**config.mk**
```make
export PLATFORM = sky130hd
export DESIGN_NAME = sha256_stream_hasher_core
export DESIGN_NICKNAME = d
export VERILOG_FILES = /design/src/sv/shs_pkg.sv /design/src/sv/sha256_stream_hasher_core.sv
export VERILOG_INCLUDE_DIRS = /design/src /design/src/sv
export SDC_FILE = /design/constraint.sdc
export NUM_CORES = 2
export LEC_CHECK = 0
export BUFFER_PORTS_ARGS = -buffer_cell sky130_fd_sc_hd__buf_4
export CORE_MARGIN = 1.5
export CORE_UTILIZATION = 65
export CTS_CLUSTER_SIZE = 25
export DETAILED_ROUTE_END_ITERATION = 6
export PLACE_DENSITY_LB_ADDON = 0.2
export SYNTH_ARGS = -nofsm -noshare
export SYNTH_HDL_FRONTEND = slang
export SYNTH_SLANG_ARGS = --single-unit
```
**constraint.sdc**
```tcl
create_clock -name clk -period 39.6 [get_ports clk]
set_input_delay 7.92 -clock clk [delete_from_list [all_inputs] [get_ports clk]]
set_output_delay 7.92 -clock clk [all_outputs]
set_load 0.005 [all_outputs]
```
**src/sv/sha256_stream_hasher_core_defines.svh**
```systemverilog
// assertion helpers for the stream hasher
`ifndef SHA256_STREAM_HASHER_CORE_DEFINES_SVH
`define SHA256_STREAM_HASHER_CORE_DEFINES_SVH

// same-cycle implication
`define SHS_ASSERT_NOW(label, ante, cons, msg) \
	label: assert property (@(posedge clk) disable iff (!arst_n) (ante) |-> (cons)) \
		else $error(msg);

// next-cycle implication
`define SHS_ASSERT_NEXT(label, ante, cons, msg) \
	label: assert property (@(posedge clk) disable iff (!arst_n) (ante) |=> (cons)) \
		else $error(msg);

`endif

```
**src/sv/shs_pkg.sv**
```systemverilog
package shs_pkg;

	typedef logic [31:0] word_t;

	typedef struct packed {
		logic [7:0] data_byte;
		logic       byte_valid;
		logic       end_of_message;
	} in_t;

	typedef struct packed {
		logic [63:0] digest_bits_255_192;
		logic [63:0] digest_bits_191_128;
		logic [63:0] digest_bits_127_64;
		logic [63:0] digest_bits_63_0;
	} out_t;

	localparam word_t HASH_IV [8] = '{
		32'h6a09e667, 32'hbb67ae85, 32'h3c6ef372, 32'ha54ff53a,
		32'h510e527f, 32'h9b05688c, 32'h1f83d9ab, 32'h5be0cd19};

	localparam word_t ROUND_K [64] = '{
		32'h428a2f98, 32'h71374491, 32'hb5c0fbcf, 32'he9b5dba5, 32'h3956c25b, 32'h59f111f1,
		32'h923f82a4, 32'hab1c5ed5, 32'hd807aa98, 32'h12835b01, 32'h243185be, 32'h550c7dc3,
		32'h72be5d74, 32'h80deb1fe, 32'h9bdc06a7, 32'hc19bf174, 32'he49b69c1, 32'hefbe4786,
		32'h0fc19dc6, 32'h240ca1cc, 32'h2de92c6f, 32'h4a7484aa, 32'h5cb0a9dc, 32'h76f988da,
		32'h983e5152, 32'ha831c66d, 32'hb00327c8, 32'hbf597fc7, 32'hc6e00bf3, 32'hd5a79147,
		32'h06ca6351, 32'h14292967, 32'h27b70a85, 32'h2e1b2138, 32'h4d2c6dfc, 32'h53380d13,
		32'h650a7354, 32'h766a0abb, 32'h81c2c92e, 32'h92722c85, 32'ha2bfe8a1, 32'ha81a664b,
		32'hc24b8b70, 32'hc76c51a3, 32'hd192e819, 32'hd6990624, 32'hf40e3585, 32'h106aa070,
		32'h19a4c116, 32'h1e376c08, 32'h2748774c, 32'h34b0bcb5, 32'h391c0cb3, 32'h4ed8aa4a,
		32'h5b9cca4f, 32'h682e6ff3, 32'h748f82ee, 32'h78a5636f, 32'h84c87814, 32'h8cc70208,
		32'h90befffa, 32'ha4506ceb, 32'hbef9a3f7, 32'hc67178f2};

	localparam logic [7:0]  PAD_BYTE    = 8'h80;
	localparam logic [5:0]  LEN_POS     = 6'd56;
	localparam logic [5:0]  LAST_POS    = 6'd63;
	localparam logic [3:0]  LEN_HI_IDX  = 4'd14;
	localparam logic [3:0]  LEN_LO_IDX  = 4'd15;
	localparam logic [60:0] COUNT_MAX   = '1;

	// compression sequencer: word reads lead the schedule, which in turn leads the rounds
	localparam logic [6:0] SCHED_OFS   = 7'd2;
	localparam logic [6:0] SCHED_FIRST = 7'd18;
	localparam logic [6:0] SCHED_LAST  = 7'd65;
	localparam logic [6:0] ROUND_FIRST = 7'd3;
	localparam logic [6:0] ROUND_LAST  = 7'd66;
	localparam logic [6:0] CNT_LAST    = 7'd67;
	localparam logic [3:0] TAP7_OFS    = 4'd8;

	function automatic word_t ror(word_t x, int unsigned n);
		return (x >> n) | (x << (32 - n));
	endfunction

	function automatic word_t ssig0(word_t x);
		return ror(x, 7) ^ ror(x, 18) ^ (x >> 3);
	endfunction

	function automatic word_t ssig1(word_t x);
		return ror(x, 17) ^ ror(x, 19) ^ (x >> 10);
	endfunction

	function automatic word_t bsig0(word_t x);
		return ror(x, 2) ^ ror(x, 13) ^ ror(x, 22);
	endfunction

	function automatic word_t bsig1(word_t x);
		return ror(x, 6) ^ ror(x, 11) ^ ror(x, 25);
	endfunction

endpackage

```
**src/sv/sha256_stream_hasher_core.sv**
```systemverilog
// SHA-256 over a byte stream.
// in channel (in_valid / in_stall / in_data): each item carries an optional byte and
// an end-of-message flag. out channel (out_valid / out_stall / out_data): one digest
// item per message, digest byte 0 in the top bits of digest_bits_255_192.
// An item is taken while the core is idle; in_stall is high in every other state. The
// item that completes a 64-byte block holds the input off for the compression, a
// one-round-per-cycle loop reading the 16-word schedule memory on two ports.
// End of message: padding writes the rest of the block one word per cycle, then
// compresses; when fewer than 9 bytes are left in the block a second pad block,
// padded and compressed the same way, follows. The done state then moves the
// digest into the output register once the slot is free, which frees the core
// for the next message.
// A digest that waits on out_stall holds in the output register; the next message
// can be hashed meanwhile and only its own digest hand-over waits for the slot.
// Reset: asynchronous, active low; the core comes up idle with the initial hash
// values loaded, no bytes counted and no digest pending. No clearing pass is needed.
`include "sha256_stream_hasher_core_defines.svh"

module sha256_stream_hasher_core (
	input  logic          clk,
	input  logic          arst_n,
	input  logic          in_valid,
	output logic          in_stall,
	input  shs_pkg::in_t  in_data,
	output logic          out_valid,
	input  logic          out_stall,
	output shs_pkg::out_t out_data
);
	import shs_pkg::*;

	typedef enum logic [1:0] {S_IDLE, S_COMP, S_PAD, S_DONE} state_t;

	state_t      state_q;
	logic [6:0]  cnt_q;
	logic [3:0]  pw_q;
	logic        first_q;
	logic        final_q;
	logic        pad_q;
	logic [5:0]  bcnt_q;
	logic [60:0] count_q;
	logic        out_valid_q;
	word_t       acc_q;
	word_t       h_q [8];
	word_t       v_q [8];
	out_t        out_q;

	// schedule / block memory
	word_t       mem [16];
	word_t       rdata_a_q;
	word_t       rdata_b_q;
	logic        we;
	logic [3:0]  waddr;
	word_t       wdata;
	logic [3:0]  raddr_a;
	logic [3:0]  raddr_b;

	word_t       pa_prev_q;
	word_t       w_s1;
	word_t       wk_s1;
	word_t       w_d_q;

	logic        accept;
	logic        slot_free;
	logic [4:0]  lane_sh;
	logic [4:0]  pad_sh;
	word_t       acc_new;
	word_t       pad_word;
	logic [63:0] bit_len;
	logic [6:0]  sidx;
	word_t       w_new;
	word_t       wk_new;
	word_t       t1;
	word_t       t2;
	logic [5:0]  p_new;

	assign in_stall  = (state_q != S_IDLE);
	assign accept    = in_valid && !in_stall;
	assign slot_free = !out_valid_q || !out_stall;
	assign out_valid = out_valid_q;
	assign out_data  = out_q;

	// byte packing, big-endian within a word
	assign lane_sh  = {~bcnt_q[1:0], 3'b000};
	assign pad_sh   = {bcnt_q[1:0], 3'b000};
	assign acc_new  = (acc_q & ~(32'h0000_00ff << lane_sh))
	                | (word_t'(in_data.data_byte) << lane_sh);
	assign pad_word = (acc_q & ~(32'hffff_ffff >> pad_sh)) | ({PAD_BYTE, 24'h0} >> pad_sh);
	assign bit_len  = {count_q, 3'b000};
	assign p_new    = bcnt_q + 6'(in_data.byte_valid);

	// message schedule, one word ahead of the rounds
	assign sidx    = 7'(cnt_q - SCHED_OFS);
	assign raddr_a = cnt_q[3:0];
	assign raddr_b = 4'(cnt_q[3:0] + TAP7_OFS);
	assign w_new   = (cnt_q < SCHED_FIRST) ? pa_prev_q
	               : pa_prev_q + ssig0(rdata_a_q) + rdata_b_q + ssig1(w_d_q);
	assign wk_new  = w_new + ROUND_K[sidx[5:0]];

	assign t1 = v_q[7] + bsig1(v_q[4]) + ((v_q[4] & v_q[5]) ^ (~v_q[4] & v_q[6])) + wk_s1;
	assign t2 = bsig0(v_q[0]) + ((v_q[0] & v_q[1]) ^ (v_q[0] & v_q[2]) ^ (v_q[1] & v_q[2]));

	always_comb begin
		we    = 1'b0;
		waddr = sidx[3:0];
		wdata = w_new;
		unique case (state_q)
			S_IDLE: begin
				we    = accept && in_data.byte_valid && (bcnt_q[1:0] == 2'b11);
				waddr = bcnt_q[5:2];
				wdata = acc_new;
			end
			S_PAD: begin
				we    = 1'b1;
				waddr = pw_q;
				priority if (first_q && (pw_q == bcnt_q[5:2])) begin
					wdata = pad_word;
				end else if (final_q && (pw_q == LEN_HI_IDX)) begin
					wdata = bit_len[63:32];
				end else if (final_q && (pw_q == LEN_LO_IDX)) begin
					wdata = bit_len[31:0];
				end else begin
					wdata = '0;
				end
			end
			S_COMP: begin
				we = (cnt_q >= SCHED_FIRST) && (cnt_q <= SCHED_LAST);
			end
			S_DONE: begin
				we = 1'b0;
			end
			default: begin
				we = 1'b0;
			end
		endcase
	end

	always_ff @(posedge clk) begin
		if (we) begin
			mem[waddr] <= wdata;
		end
		rdata_a_q <= mem[raddr_a];
		rdata_b_q <= mem[raddr_b];
	end

	// datapath registers
	always_ff @(posedge clk) begin
		pa_prev_q <= rdata_a_q;
		w_d_q     <= w_s1;
		w_s1      <= w_new;
		wk_s1     <= wk_new;
		if (accept && in_data.byte_valid) begin
			acc_q <= acc_new;
		end
		if (state_q == S_COMP) begin
			if (cnt_q == '0) begin
				for (int i = 0; i < 8; i++) begin
					v_q[i] <= h_q[i];
				end
			end else if ((cnt_q >= ROUND_FIRST) && (cnt_q <= ROUND_LAST)) begin
				v_q[7] <= v_q[6];
				v_q[6] <= v_q[5];
				v_q[5] <= v_q[4];
				v_q[4] <= v_q[3] + t1;
				v_q[3] <= v_q[2];
				v_q[2] <= v_q[1];
				v_q[1] <= v_q[0];
				v_q[0] <= t1 + t2;
			end
		end
		if ((state_q == S_DONE) && slot_free) begin
			out_q <= {h_q[0], h_q[1], h_q[2], h_q[3], h_q[4], h_q[5], h_q[6], h_q[7]};
		end
	end

	always_ff @(posedge clk or negedge arst_n) begin
		if (!arst_n) begin
			state_q     <= S_IDLE;
			cnt_q       <= '0;
			pw_q        <= '0;
			first_q     <= 1'b0;
			final_q     <= 1'b0;
			pad_q       <= 1'b0;
			bcnt_q      <= '0;
			count_q     <= '0;
			out_valid_q <= 1'b0;
			for (int i = 0; i < 8; i++) begin
				h_q[i] <= HASH_IV[i];
			end
		end else begin
			// in S_DONE the hand-over below decides the output valid
			if (out_valid_q && !out_stall && (state_q != S_DONE)) begin
				out_valid_q <= 1'b0;
			end
			unique case (state_q)
				S_IDLE: begin
					if (accept) begin
						if (in_data.byte_valid) begin
							bcnt_q <= p_new;
							if (count_q != COUNT_MAX) begin
								count_q <= count_q + 61'd1;
							end
						end
						if (in_data.byte_valid && (bcnt_q == LAST_POS)) begin
							// block full: pad afterwards from byte 0 if the message ends here
							state_q <= S_COMP;
							cnt_q   <= '0;
							pad_q   <= in_data.end_of_message;
							first_q <= 1'b1;
							final_q <= 1'b0;
						end else if (in_data.end_of_message) begin
							state_q <= S_PAD;
							pad_q   <= 1'b1;
							first_q <= 1'b1;
							pw_q    <= p_new[5:2];
							final_q <= (p_new < LEN_POS);
						end
					end
				end
				S_PAD: begin
					pw_q <= pw_q + 4'd1;
					if (pw_q == LEN_LO_IDX) begin
						state_q <= S_COMP;
						cnt_q   <= '0;
						first_q <= 1'b0;
					end
				end
				S_COMP: begin
					cnt_q <= cnt_q + 7'd1;
					if (cnt_q == CNT_LAST) begin
						for (int i = 0; i < 8; i++) begin
							h_q[i] <= h_q[i] + v_q[i];
						end
						priority if (!pad_q) begin
							state_q <= S_IDLE;
						end else if (final_q) begin
							state_q <= S_DONE;
						end else begin
							// length goes into a fresh block
							state_q <= S_PAD;
							pw_q    <= '0;
							final_q <= 1'b1;
						end
					end
				end
				S_DONE: begin
					if (slot_free) begin
						out_valid_q <= 1'b1;
						for (int i = 0; i < 8; i++) begin
							h_q[i] <= HASH_IV[i];
						end
						bcnt_q  <= '0;
						count_q <= '0;
						pad_q   <= 1'b0;
						first_q <= 1'b0;
						final_q <= 1'b0;
						state_q <= S_IDLE;
					end
				end
				default: begin
					state_q <= S_IDLE;
				end
			endcase
		end
	end

	`SHS_ASSERT_NOW(a_cnt_range, state_q == S_COMP, cnt_q <= CNT_LAST, "round counter overran")
	`SHS_ASSERT_NOW(a_no_rw_clash, we && (state_q == S_COMP),
		(waddr != raddr_a) && (waddr != raddr_b), "schedule write hits a word being read")
	`SHS_ASSERT_NEXT(a_digest_wait, (state_q == S_DONE) && out_valid_q && out_stall,
		(state_q == S_DONE) && out_valid_q, "digest handed over while slot busy")
	`SHS_ASSERT_NOW(a_idle_no_pad, state_q == S_IDLE, !pad_q, "padding left pending in idle")

endmodule
```
=== Yosys cells after proc, flatten, opt, wreduce, memory -nomap -nowiden ===
Memory sizes are Yosys's and may differ from the RTL's. A register that Yosys moved wholly into a read port is not among the register bits.
Index checks and enable logic that the tools add are counted.

* Flip-flop bits (word level): 756
* Bits in writable memories: 768
* ROM bits: 2048
* Bits of input ports: 14
* Word-level logic and storage cells: 239
* Memories: 3

* Add/sub/neg operators: 24
* Magnitude comparators: 7
* Equal/unequal tests: 23
* Shift-type cells: 4
* Muxes and demuxes: 76
* Bitwise logic cells: 43
* Reductions and logical operators: 33

{| class="wikitable"
|+ Memory list
! name !! words !! width !! rd ports !! clocked after memory_dff !! write ports !! RTL line !! RTL
|-
| (no name shown) || 64 || 32 || 1 || 0 || 0 || sha256_stream_hasher_core.sv:97 || <nowiki>assign wk_new = w_new + ROUND_K[sidx[5:0]];</nowiki>
|-
| mem || 16 || 32 || 2 || 2 || 1 || sha256_stream_hasher_core.sv:48 || <nowiki>word_t mem [16];</nowiki>
|-
| v_q || 8 || 32 || 8 || 0 || 8 || sha256_stream_hasher_core.sv:44 || <nowiki>word_t v_q [8];</nowiki>
|}

{| class="wikitable"
|+ Operators by type and width
! cell !! number
|-
| adder 32 bit || 18
|-
| 2-to-1 mux 256 bit || 2
|-
| case mux 256 bit (2 select lines) || 1
|-
| 2-to-1 mux 32 bit || 14
|-
| bitwise XOR 32 bit || 9
|-
| 2-to-1 mux 61 bit || 4
|-
| bitwise AND 32 bit || 7
|-
| case mux 61 bit (2 select lines) || 1
|-
| inverter 32 bit || 3
|-
| bitwise OR 32 bit || 2
|-
| case mux 32 bit (2 select lines) || 1
|-
| >> shifter 32 x 5 -> 32 bit, first input constant || 2
|-
| adder 61 x 1 -> 61 bit, second input constant || 1
|-
| inequality test 61 bit, second input constant || 1
|-
| bitwise OR 10 x 32 -> 32 bit || 1
|-
| bitwise OR 13 x 32 -> 32 bit || 1
|-
| bitwise OR 14 x 32 -> 32 bit || 1
|-
| bitwise OR 15 x 32 -> 32 bit || 1
|-
| bitwise OR 19 x 32 -> 32 bit || 1
|-
| bitwise OR 21 x 32 -> 32 bit || 1
|-
| bitwise OR 25 x 32 -> 32 bit || 1
|-
| bitwise OR 26 x 32 -> 32 bit || 1
|-
| bitwise OR 30 x 32 -> 32 bit || 1
|-
| bitwise OR 7 x 32 -> 32 bit || 1
|-
| other kinds (52) || 134
|}

=== Logic depth before layout (Yosys ltp) ===
An unclocked memory read counts as a cell.

* Depth in word-level cells: 9
* Mapped depth: 33
* Depth with buffers taken out: 32

=== Least setup slack after synthesis ===
No wires, ideal clock.

* Kind: input to register
* From: input port out_stall
* To: register out_q (netlist bit out_data[0]) (enable)
* Setup time: 0.957 ns
* Arrival: 20.206 ns
* Slack: 18.437 ns
* Stages on the path: 1
* Path buffers: 0
* Cells stage by stage: a21oi_1

* Word-level cells in the longest chain between the ends: 3

{| class="wikitable"
|+ Ends and longest elaborated chain
! what !! RTL line !! RTL
|-
| start, declared || sha256_stream_hasher_core.sv:26 || <nowiki>input logic out_stall,</nowiki>
|-
| zero test 1 bit || sha256_stream_hasher_core.sv:78 || <nowiki>assign slot_free = !out_valid_q || !out_stall;</nowiki>
|-
| logical OR 1 bit || sha256_stream_hasher_core.sv:78 ||
|-
| logical AND 1 bit || sha256_stream_hasher_core.sv:170 || <nowiki>if ((state_q == S_DONE) && slot_free) begin</nowiki>
|-
| end signal, assigned || sha256_stream_hasher_core.sv:171 || <nowiki>out_q <= {h_q[0], h_q[1], h_q[2], h_q[3], h_q[4], h_q[5], h_q[6], h_q[7]};</nowiki>
|-
| end, declared || sha256_stream_hasher_core.sv:45 || <nowiki>out_t out_q;</nowiki>
|}

No other way between the ends.
A chain may end at the register's enable or synchronous reset.

=== Final worst setup path ===
* From: input port out_stall
* To: register h_q[63] in the netlist's numbering

* Word-level cells in the longest chain between the ends: 4

{| class="wikitable"
|+ Ends and longest elaborated chain
! what !! RTL line !! RTL
|-
| zero test 1 bit || sha256_stream_hasher_core.sv:78 ||
|-
| logical OR 1 bit || sha256_stream_hasher_core.sv:78 ||
|-
| inequality test 2 bit (no line) || - ||
|-
| AND reduction 3 bit (no line) || - ||
|-
| end signal, assigned by index || sha256_stream_hasher_core.sv:187 || <nowiki>h_q[i] <= HASH_IV[i];</nowiki>
|-
| end signal, assigned by index || sha256_stream_hasher_core.sv:231 || <nowiki>h_q[i] <= h_q[i] + v_q[i];</nowiki>
|-
| end signal, assigned by index || sha256_stream_hasher_core.sv:249 || <nowiki>h_q[i] <= HASH_IV[i];</nowiki>
|-
| end, declared || sha256_stream_hasher_core.sv:43 || <nowiki>word_t h_q [8];</nowiki>
|}

No other way between the ends.

==> impl_metrics.yaml <==
global_routing:
  grt.overflow.total: 0
  grt_pass1_vias: 64540
  antenna_found_initial: 11
  grt_usage_pct: 40.73
  grt_pass1_wl_mm: 412.4
  grt_max_degree: 172
route:
  drc_errors: 0
  firstDrtPassIters: 6
  wl_mm: 280.1
  vias: 66340
  routedWlPerCell_um: 28.08
  drtIter0Drc: 8628
  vias_per_cell: 6.651
  ant_nets: 0
yosys:
  synth_nets: 8528
  synth_cells: 7918
  ys_ff_latch: 1588
  syn_area_per_cell_um2: 11.11
  synthFlopType: "edfxtp_1"
  yosysWarnings: 0
  synth_enable_flop_cells: 1056
  synth_top_area_share_pct: 36.06
  async_flop_share_pct: 21.41
  yosysSeqAreaShare_pct: 50.30
  synthTopCellsByArea: "edfxtp_1 (36%), ha_1 (6.1%), dfrtp_1 (5.8%)"
  synth.largest_area_cell: "edfxtp_1"
  synth_area_um2: 87940
  synth_cell_type_count: 102
place:
  portBuffers: 271
  gp_congestion: 1.014
  dp_hpwl_mm: 193.1
  dp_cells: 9670
  placed_area_um2: 91780
worst_setup_path:
  crit_top_cell: "buf_4"
  arrival_ns: 10.97
  cp-startpoint: "out_stall"
  critPathMaxStageDelay_ns: 0.82
  critPathRequiredTime_ns: 40.28
  r2r_cells: 27
  crit_fanout: 67
  end_kind: "flip-flop"
  rrSetupSlack_ns: 31.29
  reg2reg_from: "v_q[1][12]$_DFFE_PP_"
  rr_endpoint: "v_q[0][29]$_DFFE_PP_"
  critical_path_class: "input pin to flip-flop"
  crit_path_cell_trace: "buf_4 -> nand3_1 -> o211ai_1 -> buf_4 -> buf_4 -> buf_4 -> or4_1 -> a21o_1 -> nand3_1"
  worstSetupStartpointType: "input pin"
  cpMaxStageDelayCell: "buf_4"
  crit_path_end: "h_q[63]$_DFFE_PN0P_"
floorplan:
  io_pins: 272
  start_util_pct: 65.73
  rows: 134
  die_h_um: 370.8
  dieArea_um2: 137500
  core-area_um2: 133800
  die_x_um: 370.8
clock_network:
  ctsHtreeMaxLevel: 4
  path_clk_slew_ns: 0.07
  clock-sinks: 1588
  holdBufCountCts: 0
  ctsResizeCount: 0
  clockBufferDepth: 3
  cts_tree: "done"
  numCtsBuffers: 160
  insertion_delay_ns: 0.84
  cts-root-buf: "clkbuf_16"
  cts_setup_buffers: 0
timing:
  slew_violations: 0
  rsz0062_at_grt: "no"
  fin_crit_ns: 10.29
  fin_skew_ns: 0.06283
  worst_pin_slew_ns: 1.408
  fmax_ghz: 0.09717
  finalSetupViolCount: 0
  relSlewSlack_pct: 6.011
  final.setup.tns_ns: 0
  hold_viol_final: 0
  period_share_pct: 25.99
power_and_ir_drop:
  seq_power_share_pct: 52.2
  pwr-share-clk_pct: 47.5
  ir_worst_vdd_mv: 0.06716
  p_leak_nw: 39.54
  total_power_mw: 3.356
  comb_power_share_pct: 0.3
  p_per_area_nw_per_um2: 34.48
  p_sw_mw: 0.7110
  swShare_pct: 21.19
  cell_internal_pwr_mw: 2.645
finish:
  stdcell_count: 9974
  utilization_pct: 72.74
  nNetsFinal: 8674
  synthToLayoutAreaGrowth_pct: 10.67
  final_area_um2: 97330
  drive_gt1_share_pct: 13.11
worst_hold_path:
  hold_class: "flip-flop to flip-flop"
status:
  status: "finished clean"
flow_run:
  drv_cap: 0
-- power by group through the flow --
| stage | Combinational [mW] | Sequential [mW] | Clock (mW) |
|---|---|---|---|
| global placement | 0.0111 | 1.79 | 0 |
| finish | 0.0111 | 1.75 | 1.59 |
| floorplan | 0.000581 | 1.79 | 0 |
| global route | 0.0123 | 1.75 | 1.66 |
| detailed placement | 0.0112 | 1.79 | 0 |
| CTS | 0.0113 | 1.75 | 1.60 |
-- cells in the mapped netlist (all sizes together) (23+ instances only) --
library cell / count
ha: 430
buf: 40
xnor2: 386
a221oi: 23
nand3: 142
and3: 51
o21a: 55
inv: 402
nor3: 84
mux4: 194
a211oi: 41
a22o: 24
dfstp: 136
nand4: 46
o21ai: 499
nor2b: 54
mux2: 36
fa: 166
nand2: 1126
edfxtp: 1056
clkbuf: 337
a21oi: 497
nor2: 464
dfrtp: 204
o31ai: 50
and2: 31
a21o: 244
o211ai: 47
a22oi: 38
a31oi: 86
dfxtp: 192
o21bai: 52
nand2b: 75
xor2: 271
or3: 23
-- metrics by stage --
stage	setup slack, ns	hold slack, ns
finish	29.31	0.3150
global route	29.16	0.3159
CTS	29.40	0.3219
detailed placement	28.53	0.3121
global placement	28.61	0.3098
floorplan	18.44	0.3096
-- registers in the layout, summed over array words and instances, names as in the netlist, 2 cells and up --
name       cells
pw_q           4
cnt_q          7
bcnt_q         6
state_q        2
mem          512
out_data     256
acc_q         32
pa_prev_q     32
w_s1          32
v_q          256
rdata_a_q     32
count_q       61
w_d_q         32
h_q          256
wk_s1         32
rdata_b_q     32
-- worst min path at each step --
stage	slack, ns	startpoint	endpoint	cells past startpoint
after floorplan	0.31	w_s1[0]$_DFF_P_	w_d_q[0]$_DFF_P_	0
after global placement	0.31	w_s1[5]$_DFF_P_	w_d_q[5]$_DFF_P_	0
after detailed placement	0.31	w_s1[21]$_DFF_P_	w_d_q[21]$_DFF_P_	0
after CTS	0.32	w_s1[31]$_DFF_P_	w_d_q[31]$_DFF_P_	0
after global routing	0.32	w_s1[31]$_DFF_P_	w_d_q[31]$_DFF_P_	0
final	0.32	w_s1[31]$_DFF_P_	w_d_q[31]$_DFF_P_	0
-- worst max-delay path: cells and delay by family --
family / cells / cell delay, ns
AND/OR/NAND/NOR: 3 / 0.60
AO/OA/AOI/OAI: 2 / 0.32
buffers and inverters: 4 / 2.08
-- placed cells by master, fill, tap and decap left out, drive strengths merged, types with 166 or more instances in the layout --
cell type	count
buf	361
ha	430
clkbuf	213
nand2	1126
xor2	271
inv	409
dfrtp	204
edfxtp	1056
a21oi	497
nor2	464
xnor2	386
mux4	194
a21o	244
fa	166
dfxtp	192
o21ai	499
-- area by class of cell --
| type | count | area (um^2) |
|---|---|---|
| tap | 1768 | 2212 |
| fill | 9102 | 36470 |
| timing repair buffer | 361 | 2743 |
| clock inverter | 87 | 1084 |
| multi-input combinational | 5549 | 41060 |
| antenna | 4 | 10.01 |
| sequential | 1588 | 44240 |
| inverter | 404 | 1516 |
| clock buffer | 213 | 4458 |
-- kinds of logic after synthesis --
kind of cell,synth area share (%)
AOI/OAI and AO/OA,13.18
xor gates and xnor gates,6.578
adders and majority gates,10.09
buffers and inverters,3.344
DFF,50.30
muxes,5.623
and+or+nand+nor,10.89
-- layer usage --
metal  GRT usage (%)  up-vias  wire, um
li1                -    28800         -
met1           51.40    32280    100800
met2           64.20     4195    129200
met3           8.719     1045     29080
met4           25.93       10     20930
met5               0        -       105
Power figures use the tool's default switching activity.
